===== src/hdl/cosd_pkg.sv =====
// Package for the CoAP option stream decoder: item types, parse phase and
// event codes, and the running option number width. No dependencies.
`timescale 1ns / 1ps

package cosd_pkg;

   // width of the running option number; the result shows its low 16 bits
   localparam int NumberWidth = 16;

   localparam logic [3:0] LenEscape  = 4'hF;
   localparam logic [7:0] NibbleMask = 8'h0F;

   typedef enum logic [1:0] {
      PH_HEADER = 2'd0,
      PH_EXT    = 2'd1,
      PH_VALUE  = 2'd2
   } phase_type;

   typedef enum logic [1:0] {
      EV_EXT_PENDING = 2'd0,
      EV_HEADER      = 2'd1,
      EV_VALUE       = 2'd2
   } kind_type;

   typedef struct packed {
      logic [7:0] in_byte;
      logic       message_start;
   } req_type;

   typedef struct packed {
      kind_type   event_kind;
      logic [15:0] option_number;
      logic [8:0]  option_length;
      logic [7:0]  value_byte;
      logic        value_last;
   } rsp_type;

endpackage


===== src/hdl/coap_option_stream_decoder.sv =====
// Top level of the CoAP option stream decoder: byte parser and result register.
// Depends on cosd_pkg.
`timescale 1ns / 1ps

// Takes one byte of a CoAP options region per cycle and returns exactly one
// result item per byte, in the cycle after the byte is accepted. The parse state
// (phase, running option number, remaining value bytes, current length) is
// updated in the accepting cycle by a nibble add and a counter step, so a
// byte can be accepted on every cycle; the only thing that holds the input
// back is a result still waiting in the output register while rsp_stall is
// high (req_stall follows rsp_stall in that case). message_start clears the
// running option number and abandons any unfinished option.
module coap_option_stream_decoder (
   input  logic             clock,
   input  logic             reset,
   input  logic             req_valid,
   output logic             req_stall,
   input  cosd_pkg::req_type req_item,
   output logic             rsp_valid,
   input  logic             rsp_stall,
   output cosd_pkg::rsp_type rsp_item
);

   localparam int NumberWidth = cosd_pkg::NumberWidth;

   cosd_pkg::phase_type      phase_ff, phase_in, phase_eff;
   logic [NumberWidth-1:0]   number_ff, number_in, number_eff;
   logic [8:0]               left_ff, left_in, left_eff, left_dec;
   logic [8:0]               length_ff, length_in;
   logic                     out_valid_ff, out_valid_in;
   cosd_pkg::rsp_type        rsp_ff, rsp_in;
   logic                     accept;
   logic [3:0]               len_nib;
   logic [NumberWidth+15:0]  number_ext;

   assign req_stall = out_valid_ff && rsp_stall;
   assign accept    = req_valid && !req_stall;
   assign rsp_valid = out_valid_ff;
   assign rsp_item  = rsp_ff;

   always_ff @(posedge clock) begin
      if (reset) begin
         phase_ff     <= cosd_pkg::PH_HEADER;
         number_ff    <= '0;
         left_ff      <= '0;
         length_ff    <= '0;
         out_valid_ff <= 1'b0;
      end else begin
         phase_ff     <= phase_in;
         number_ff    <= number_in;
         left_ff      <= left_in;
         length_ff    <= length_in;
         out_valid_ff <= out_valid_in;
      end
   end

   always_ff @(posedge clock) begin
      if (accept) begin
         rsp_ff <= rsp_in;
      end
   end

   always_comb begin
      // start flag aborts whatever option was in progress
      phase_eff  = req_item.message_start ? cosd_pkg::PH_HEADER : phase_ff;
      number_eff = req_item.message_start ? '0 : number_ff;
      left_eff   = req_item.message_start ? 9'd0 : left_ff;
      left_dec   = (left_eff != 9'd0) ? left_eff - 9'd1 : 9'd0;
      len_nib    = 4'(req_item.in_byte & cosd_pkg::NibbleMask);

      phase_in  = phase_eff;
      number_in = number_eff;
      left_in   = left_eff;
      length_in = length_ff;

      rsp_in            = '0;
      rsp_in.event_kind = cosd_pkg::EV_EXT_PENDING;

      unique case (phase_eff)
         cosd_pkg::PH_EXT: begin
            length_in         = 9'(cosd_pkg::LenEscape) + {1'b0, req_item.in_byte};
            left_in           = length_in;
            phase_in          = cosd_pkg::PH_VALUE;
            rsp_in.event_kind = cosd_pkg::EV_HEADER;
         end
         cosd_pkg::PH_VALUE: begin
            rsp_in.event_kind = cosd_pkg::EV_VALUE;
            rsp_in.value_byte = req_item.in_byte;
            left_in           = left_dec;
            if (left_dec == 9'd0) begin
               rsp_in.value_last = 1'b1;
               phase_in          = cosd_pkg::PH_HEADER;
            end
         end
         default: begin
            number_in = number_eff + NumberWidth'(req_item.in_byte[7:4]);
            length_in = {5'd0, len_nib};
            if (len_nib == cosd_pkg::LenEscape) begin
               phase_in          = cosd_pkg::PH_EXT;
               left_in           = 9'd0;
               rsp_in.event_kind = cosd_pkg::EV_EXT_PENDING;
            end else begin
               rsp_in.event_kind = cosd_pkg::EV_HEADER;
               left_in           = {5'd0, len_nib};
               if (len_nib == 4'd0) begin
                  rsp_in.value_last = 1'b1;
                  phase_in          = cosd_pkg::PH_HEADER;
               end else begin
                  phase_in = cosd_pkg::PH_VALUE;
               end
            end
         end
      endcase

      number_ext           = {16'd0, number_in};
      rsp_in.option_number = number_ext[15:0];
      rsp_in.option_length = length_in;

      if (!accept) begin
         phase_in  = phase_ff;
         number_in = number_ff;
         left_in   = left_ff;
         length_in = length_ff;
      end

      out_valid_in = accept || (out_valid_ff && rsp_stall);
   end

endmodule


===== config.mk =====
export PLATFORM = sky130hd
export DESIGN_NAME = coap_option_stream_decoder
export DESIGN_NICKNAME = d
export VERILOG_FILES = /design/src/hdl/cosd_pkg.sv /design/src/hdl/coap_option_stream_decoder.sv
export SDC_FILE = /design/constraint.sdc
export NUM_CORES = 1
export LEC_CHECK = 0
export ABC_AREA = 1
export BUFFER_PORTS_ARGS = -buffer_cell sky130_fd_sc_hd__buf_4
export CORE_UTILIZATION = 50
export DETAILED_ROUTE_END_ITERATION = 8
export PLACE_DENSITY_LB_ADDON = 0.25
export SLEW_MARGIN = 20
export SYNTH_ARGS = -nofsm -noshare
export SYNTH_HDL_FRONTEND = slang
export SYNTH_SLANG_ARGS = --single-unit

===== constraint.sdc =====
create_clock -name clock -period 3 [get_ports clock]
set_input_delay 0.6 -clock clock [delete_from_list [all_inputs] [get_ports clock]]
set_output_delay 0.6 -clock clock [all_outputs]
set_load 0.01 [all_outputs]

## Word level (Yosys, flattened, before mapping)

Index checks and enable logic that the tools add are counted.

- Order comparisons: 0
- Bitwise operators: 0
- $mul: 0
- Multiplexer cells: 18
- Equality and inequality tests: 3
- Add/sub/neg operators: 3
- Div/mod/pow operators: 0
- Shift-type cells: 0
- Reduce and logical (&&, ||, !) cells: 8

Operator list:

| cell | count |
|---|---|
| 9-bit one-hot mux with 2 select lines | 2 |
| 16-bit two-way mux | 2 |
| 9-bit two-way mux | 2 |
| 16-bit by 4-bit adder with 16-bit output | 1 |
| 4-bit by 8-bit adder with 9-bit output (first input constant) | 1 |
| 9-bit logical NOT | 1 |
| 9-bit nonzero test | 1 |
| 9-bit by 1-bit subtractor with 9-bit output (second input constant) | 1 |
| 2-bit two-way mux | 4 |
| 2-bit one-hot mux with 2 select lines | 2 |
| 4-bit equality test (second input constant) | 1 |
| 4-bit logical NOT | 1 |
| 1-bit two-way mux | 4 |
| 4-bit two-way mux | 1 |
| 2-bit by 1-bit equality test with 1-bit output (second input constant) | 1 |
| 2-bit equality test (second input constant) | 1 |
| 1-bit logical AND | 2 |
| 1-bit one-hot mux with 2 select lines | 1 |
| 2-bit OR reduction | 1 |
| 1-bit logical NOT | 1 |
| 1-bit logical OR | 1 |

- RAM bits: 0
- Memories: 0
- Memory bits (read-only): 0
- Latch bits: 0
- Flip-flop bits (word level): 73
- Logic and storage cells: 42

## Logic depth before layout (Yosys ltp)

Gate-level depths: netlist of run 1.

- Depth after elaboration: 6
- Depth in mapped cells: 16
- Depth with buffers taken out: 15

## Worst setup path after synthesis of run 1

No wires, ideal clock.

- Path kind: input to register
- Start point: input port req_item[0] in the netlist's numbering
- End point: register rsp_ff, in the netlist rsp_item[32], data pin
- Setup slack: 0.300 ns
- Data required time: 2.743 ns
- Data arrival time: 2.443 ns
- Path buffers: 1
- Cell stages on the path: 14
- Path through: buf_1 nor2_1 ha_1 inv_1 fa_1 nand3b_1 nand2_1 nand2_1 nor2_4 nand4_2 inv_1 nand3_1 xnor2_1 inv_1

- Longest elaborated chain between the ends: 4
- Elaborated cells between the ends (all ways): 7
- Those cells by class: add/sub: 1; eq/ne: 2; mux: 3; reduce/logical: 1

RTL lines:

| element | line | source |
|---|---|---|
| start: declaration | coap_option_stream_decoder.sv:18 | `input cosd_pkg::req_type req_item,` |
| parallel branches: the longest is 3 deep, another holds 16-bit by 4-bit adder with 16-bit output | -- |  |
| 16-bit two-way mux (*) | coap_option_stream_decoder.sv:79 | `unique case (phase_eff)` |
| net number_ext[14] | coap_option_stream_decoder.sv:34 | `logic [NumberWidth+15:0] number_ext;` |
| end signal: assignment | coap_option_stream_decoder.sv:59 | `rsp_ff <= rsp_in;` |
| end: declaration | coap_option_stream_decoder.sv:31 | `cosd_pkg::rsp_type rsp_ff, rsp_in;` |

Mark *: on every way through the listed nets, which the timed path passes.
A chain may end at the register's enable or synchronous reset.

## Worst setup path in the final report of run 1

Same ends and word-level chain as after synthesis.

==> impl_results.rst, run 1 <==
.. list-table::
   :header-rows: 1

   * - Metric
     - Value
   * - CP Capture Type
     - register
   * - Cells resized by post-CTS repair
     - 0
   * - Area growth from synthesis to final layout
     - 17.55%
   * - Clk network pwr share
     - 32.6%
   * - Met1 capacity usage during global routing
     - 28.94%
   * - Number of top-level pins
     - 51
   * - Post-layout instance area
     - 0.004559 mm²
   * - Family with the most delay on the worst path
     - simple AND/OR/NAND/NOR gates
   * - Launching element type of the critical path
     - input pin
   * - Reg-to-reg critical path startpoint
     - number_ff[0]
   * - Routed length per placed instance
     - 12.96 µm
   * - Share of total power in combinational logic
     - 16.9%
   * - Async S/R FF share, synth
     - 0%
   * - Type of the worst min-delay path
     - register to register
   * - Pre-antenna DRT Iters
     - 5
   * - Wire length of the first global-routing pass
     - 13880 µm
   * - Share of total power consumed by net switching
     - 27.48%
   * - Floorplan row count
     - 31
   * - Maximum capacitance violations
     - 0
   * - Top library cells by usage in the layout, fill and taps aside
     - nand2_1, inv_1, buf_4
   * - Mapped Area
     - 0.003879 mm²
   * - Clk slew on worst S/H paths
     - 80 ps
   * - Post-route setup slack
     - 509.5 ps
   * - Final hold violation count
     - 0
   * - Global Route met3 Usage
     - 5.415%
   * - Overall via count from detail_route
     - 3353
   * - Crit Path Class
     - input pin to register
   * - Internal Pwr Total
     - 1.644 mW
   * - Delay of the slowest cell on the worst path
     - 400 ps
   * - Root buffer cell
     - clkbuf_8
   * - Residual DRC
     - 0
   * - Count of buffers from port buffering
     - 50
   * - Width of the die
     - 90.08 µm
   * - Number of nets at the end of the flow
     - 570
   * - Setup Viol. Count Final
     - 0
   * - Setup slack on the worst flop-to-flop path
     - 590 ps
   * - Unrepaired setup endpoints after global routing
     - false
   * - Worst Hold Launch
     - length_ff[0]
   * - Overall Global Routing Usage
     - 21.58%
   * - CP required
     - 3120 ps
   * - Post-route insts no fill
     - 650
   * - Placer Congestion
     - 0.8659
   * - Gr ovfl total
     - 0
   * - Terminus of the critical flop-to-flop path
     - rsp_item[32]
   * - Met2 Track Usage GR
     - 33.91%
   * - Final Core Density
     - 61.87%
   * - PnR Total Power
     - 2.267 mW
   * - Share of final-layout standard cells stronger than drive strength 1
     - 16.88%
   * - GRT Max-Usage Layer
     - met2
   * - Detail Placement HPWL
     - 6134 µm
   * - Switching component of the power
     - 0.6228 mW
   * - Worst rel slew slack
     - 48.28%
   * - Maximum fanout along the worst path
     - 12
   * - Num Clock Sinks
     - 73
   * - Number of synthesized register bits
     - 73
   * - Primary FF master, synth
     - dfxtp_1
   * - Outcome
     - finished clean
   * - DR iter-0 viols
     - 155
   * - EDFF count, synth
     - 36
   * - Area of the die
     - 0.008114 mm²
   * - Initial antenna violation count
     - 0
   * - Pin count of the biggest net entering global routing
     - 57
   * - Tcrit/Tclk final
     - 83.02%
   * - Unique cell type count in the Yosys netlist
     - 39
   * - Highest-delay cell along the critical path
     - fa_1
   * - Worst R2R Path Depth
     - 14
   * - Setup slack after placement
     - 149.9 ps
   * - Number of buffer and inverter instances along the worst setup path
     - 4
   * - Slew of the pin with the lowest slew margin
     - 775.0 ps
   * - Clk_lat worst skew
     - 350 ps
   * - Number of H-tree branching levels
     - 3
   * - Buffer levels on the longest clock path
     - 2
   * - CP dominant cell by count
     - inv_1
   * - Clock tree skew after final layout
     - 12.69 ps
   * - Maximum clock rate
     - 0.4015 GHz
   * - Power density normalized to cell area
     - 497.2 mW/mm²
   * - Aggregate routed wire length
     - 8426 µm
   * - Mapped Cells
     - 495
   * - Fill cell instance count of the final layout
     - 662
   * - CTS tree
     - built
   * - Antenna fix cells
     - 0
   * - Setup repair bufs after CTS
     - 0
   * - Die Ht
     - 90.08 µm
   * - Number of global-route vias before repair
     - 3001
   * - Final count of pins violating max slew
     - 0
   * - Avg Synthesized Cell Area
     - 7.836 µm²
   * - Hold Worst Slack
     - 468.2 ps
   * - Number of nets produced by synthesis
     - 519
   * - Summed negative setup slack over all endpoints
     - 0 ps
   * - LEAKAGE
     - 2.209 nW
   * - Number of vias per cell
     - 5.158
   * - Register area share after synthesis
     - 46.97%
   * - Worst-case hold path end point
     - length_ff[0]
   * - Cts hold-fix bufs
     - 0
   * - Number of CTS-inserted buffers
     - 9
   * - Count of warnings emitted by yosys
     - 0
   * - Share of power burned in registers
     - 50.5%
   * - Number of instances on the worst hold path
     - 2
   * - Core region area
     - 0.007370 mm²
   * - Leading cell type in the layout, fill and taps excluded
     - nand2_1
   * - Post-Place Cells
     - 634
   * - Initial cell density of the core
     - 52.63%
   * - Worst vdd rail ir drop
     - 236.3 µV
   * - Post-detailed-route count of antenna-violating nets
     - 0
   * - Time the worst path needs with I/O delays and setup
     - 2490 ps
   * - Placed Instance Area
     - 0.004372 mm²
   * - Critical Path, Cell by Cell
     - buf_4, nor2_1, ha_1, inv_1, fa_1, nand3b_1, nand2_1, nand2_1, nor2_4, nand4_2, inv_1, nand3_1, xnor2_1, inv_1
   * - Data arrival, critical path
     - 2610 ps
synth_stat cells (3+ instances only):
master / n / area [µm²]
edfxtp_1: 36 / 1081
a211oi_1: 3 / 22.52
nand2_2: 5 / 31.28
nor2_1: 46 / 172.7
nand4_1: 4 / 25.02
o22ai_1: 6 / 37.54
nand3_1: 27 / 135.1
xor2_1: 8 / 70.07
o21ai_0: 38 / 190.2
inv_1: 88 / 330.3
clkbuf_1: 11 / 41.29
a31oi_1: 8 / 50.05
nor2_2: 3 / 18.77
dfxtp_1: 37 / 740.7
buf_1: 4 / 15.01
a21oi_1: 31 / 155.2
ha_1: 10 / 125.1
o21ai_1: 4 / 20.02
nand2_1: 100 / 375.4
routing by layer:
metal | routed length [µm] | part of all wire [%] | vias up
met1 | 4005 | 48 | 1534
met4 | 139 | 1.6 | 0
met5 | 0 | 0 | -
met2 | 3778 | 45 | 99
li1 | - | - | 1709
met3 | 503 | 6.0 | 11
worst max path at each step:
| stage | cells after the start | slack [ps] | from | to |
|---|---|---|---|---|
| finish | 14 | 510 | req_item[0] | rsp_item[32] |
| floorplan | 14 | 300 | req_item[0] | rsp_item[32] |
| CTS | 14 | 540 | req_item[0] | rsp_item[32] |
| detailed placement | 14 | 150 | req_item[0] | rsp_item[32] |
| global placement | 14 | 220 | req_item[0] | rsp_item[32] |
| global route | 14 | 330 | req_item[0] | rsp_item[32] |
power groups by stage:
stage	combinational (mW)	sequential [mW]	clock (mW)
3_3_place_gp	0.372	1.16	0
2_1_floorplan	0.232	1.18	0
3_5_place_dp	0.382	1.17	0
4_1_cts	0.383	1.14	0.754
6_report	0.383	1.14	0.740
5_1_grt	0.428	1.15	0.791
worst min-delay path: stages, from the launching register on:
cell and delay, ps:
dfxtp_1 310, inv_1 60, a211oi_1 60
state kept, by name, indices dropped and copies added, names as in the netlist:
signal and flops:
left_ff 9, length_ff 9, number_ff 16, phase_ff 2, rsp_item 36, rsp_valid 1
cell type report:
class                   count  area (µm²)  share of cell area [%]
multi-input cells         313        1633                   35.81
inverters                  90       337.8                   7.409
well taps                  99       123.9                   2.717
clock inverters             6       60.06                   1.317
repair buffers             59       455.4                   9.989
clock buffers              10       127.6                   2.799
flip-flops and latches     73        1822                   39.96
logic make-up (layout without fill, tap and decap cells):
logic type,after synthesis,after routing,share of synthesized area [%]
xor+xnor,11,11,2.678
flops,73,73,46.97
buf+inv,109,165,11.13
compound gates,96,96,13.68
simple gates,195,195,21.81
fa+ha+maj,11,11,3.742
(Power assumes the default switching activity.)
==> inputs of run 2 (changes only) <==
Clock period 3 ns to 2 ns, I/O delays scaled along.
==> run 2 against run 1 <==
Compared with the run above: the flow now finishes with violations (negative setup slack); combinational power rose by 85%; die area is the same; global-route usage increased by 2.6 points; clock skew down 3.6 ps; critical path depth grew 1; critical endpoint is now number_ff[10]; largest cell class is now multi-input gates; largest power group unchanged.
==> impl_results.rst, run 2 (same netlist as run 1, synthesis figures left out) <==
.. list-table::
   :header-rows: 1

   * - Metric
     - Value
   * - Worst rel slew slack
     - 71.32%
   * - Type of the worst min-delay path
     - input pin to register
   * - Leading cell type in the layout, fill and taps excluded
     - buf_4
   * - Placer Congestion
     - 0.8878
   * - Launching element type of the critical path
     - register
   * - Maximum clock rate
     - 0.4528 GHz
   * - Maximum capacitance violations
     - 0
   * - Violated checks
     - negative setup slack
   * - Cts hold-fix bufs
     - 0
   * - Number of nets at the end of the flow
     - 629
   * - Tcrit/Tclk final
     - 110.4%
   * - Outcome
     - finished, violations left
   * - Post-route insts no fill
     - 709
   * - Buffer levels on the longest clock path
     - 2
   * - End of the critical path
     - number_ff[10]
   * - Terminus of the critical flop-to-flop path
     - number_ff[10]
   * - Final Core Density
     - 70.39%
   * - CTS tree
     - built
   * - Number of H-tree branching levels
     - 3
   * - Num Clock Sinks
     - 73
   * - Count of buffers from port buffering
     - 50
   * - Routed length per placed instance
     - 13.53 µm
   * - Post-layout instance area
     - 0.005187 mm²
   * - Wire length of the first global-routing pass
     - 15710 µm
   * - Max FFs per register
     - 36
   * - Number of CTS-inserted buffers
     - 9
   * - Slew of the pin with the lowest slew margin
     - 425.7 ps
   * - Overall via count from detail_route
     - 3663
   * - Power density normalized to cell area
     - 666.3 mW/mm²
   * - Critical Path, Cell by Cell
     - inv_2, nor2_4, ha_4, inv_2, fa_2, nand3b_1, nand2_1, nand2_2, nor2_4, buf_4, buf_6, nand3_2, xor2_1, o21ai_1, inv_1
   * - Crit Path Class
     - register to register
   * - Number of top-level pins
     - 51
   * - Root buffer cell
     - clkbuf_8
   * - Pre-antenna DRT Iters
     - 6
   * - Reg-to-reg critical path startpoint
     - number_ff[0]
   * - Placed Instance Area
     - 0.004792 mm²
   * - Top library cells by usage in the layout, fill and taps aside
     - buf_4, nand2_1, inv_1
   * - Setup slack after placement
     - -470.7 ps
   * - Pin count of the biggest net entering global routing
     - 37
   * - Number of vias per cell
     - 5.166
   * - Area of the die
     - 0.008114 mm²
   * - Aggregate routed wire length
     - 9595 µm
   * - Initial cell density of the core
     - 52.63%
   * - Gr ovfl total
     - 0
   * - Data arrival, critical path
     - 2460 ps
   * - Highest-delay cell along the critical path
     - dfxtp_2
   * - Antenna fix cells
     - 0
   * - Area growth from synthesis to final layout
     - 33.74%
   * - Time the worst path needs with I/O delays and setup
     - 2208 ps
   * - Die Ht
     - 90.08 µm
   * - Maximum fanout along the worst path
     - 4
   * - Clk_lat worst skew
     - 350 ps
   * - Worst R2R Path Depth
     - 15
   * - Clock tree skew after final layout
     - 9.135 ps
   * - DR iter-0 viols
     - 224
   * - Fill cell instance count of the final layout
     - 566
   * - CP Capture Type
     - register
   * - Width of the die
     - 90.08 µm
   * - Post-Place Cells
     - 686
   * - Final count of pins violating max slew
     - 0
   * - Residual DRC
     - 0
   * - Clk slew on worst S/H paths
     - 80 ps
   * - Number of global-route vias before repair
     - 3384
   * - Post-detailed-route count of antenna-violating nets
     - 0
   * - Setup Viol. Count Final
     - 16
   * - Setup slack on the worst flop-to-flop path
     - -210 ps
   * - Floorplan row count
     - 31
   * - Overall Global Routing Usage
     - 24.20%
   * - Detail Placement HPWL
     - 6792 µm
   * - CP required
     - 2250 ps
   * - Initial antenna violation count
     - 0
   * - Post-route setup slack
     - -208.4 ps
   * - Delay of the slowest cell on the worst path
     - 340 ps
   * - Share of final-layout standard cells stronger than drive strength 1
     - 31.64%
   * - Worst vdd rail ir drop
     - 369.9 µV
   * - Core region area
     - 0.007370 mm²
   * - PnR Total Power
     - 3.456 mW
   * - Final hold violation count
     - 0
   * - LEAKAGE
     - 2.507 nW
   * - Startpoint of the worst setup timing path
     - number_ff[0]
   * - Unrepaired setup endpoints after global routing
     - true
==> run 2: changes by cell type in the layout (fill, tap and decap cells not counted), sizes merged <==
| cell | before | now |
|---|---|---|
| bufinv | 1 | 0 |
| buf | 59 | 118 |
| inv | 89 | 91 |
| clkinv | 5 | 3 |
| clkbuf | 10 | 11 |
==> run 2: worst max-delay path: cells and delay by family (launching register included) <==
kind | cells | cell delay, ps
AND/OR/NAND/NOR | 6 | 670
adder cells (fa/ha/maj) | 2 | 480
flip-flops | 1 | 340
buffers and inverters | 5 | 340
XOR/XNOR | 1 | 160
AO/OA/AOI/OAI | 1 | 120
==> run 2: area by class of cell <==
cell class	instances	area (µm²)	share of cell area [%]
clock inverters	5	31.28	0.6030
well taps	99	123.9	2.388
repair buffers	118	902.1	17.39
multi-input cells	313	1826	35.19
inverters	90	340.3	6.561
clock buffers	11	141.4	2.726
flip-flops and latches	73	1823	35.14
==> run 2: timing repair <==
item                       CTS  global route
resized for setup           13            34
setup endpoints to repair   17            37
pin swaps                   10             9
buffers inserted             4             4
==> run 2: how the worst min path moves through the flow <==
stage                       from           end  slack [ps]  cells past startpoint
floorplan           length_ff[0]  length_ff[0]         440                      2
global placement    length_ff[0]  length_ff[0]         450                      2
detailed placement  number_ff[1]  number_ff[1]         460                      2
CTS                    rsp_stall     rsp_valid         330                      3
global route               reset  number_ff[1]         330                      2
finish                     reset  number_ff[1]         340                      2
==> run 2: power by group <==
part | leakage [nW] | internal [mW] | switching, mW | total, mW
Combinational | 1.75 | 0.301 | 0.408 | 0.709
Sequential | 0.665 | 1.68 | 0.0386 | 1.72
Clock | 0.0895 | 0.482 | 0.548 | 1.03
==> run 2: layer usage <==
layer  wire [µm]  GRT usage [%]
met5           0              0
met2        4600          39.38
met4         145          8.871
met1        4301          32.19
met3         547          4.399
==> run 2: metrics by stage <==
step	hold WS (ps)	setup TNS [ps]
CTS	326.6	-478.3
global placement	449.6	-8203
detailed placement	458.6	-11810
finish	336.7	-1728
global route	326.8	-3145
floorplan	435.7	-1340
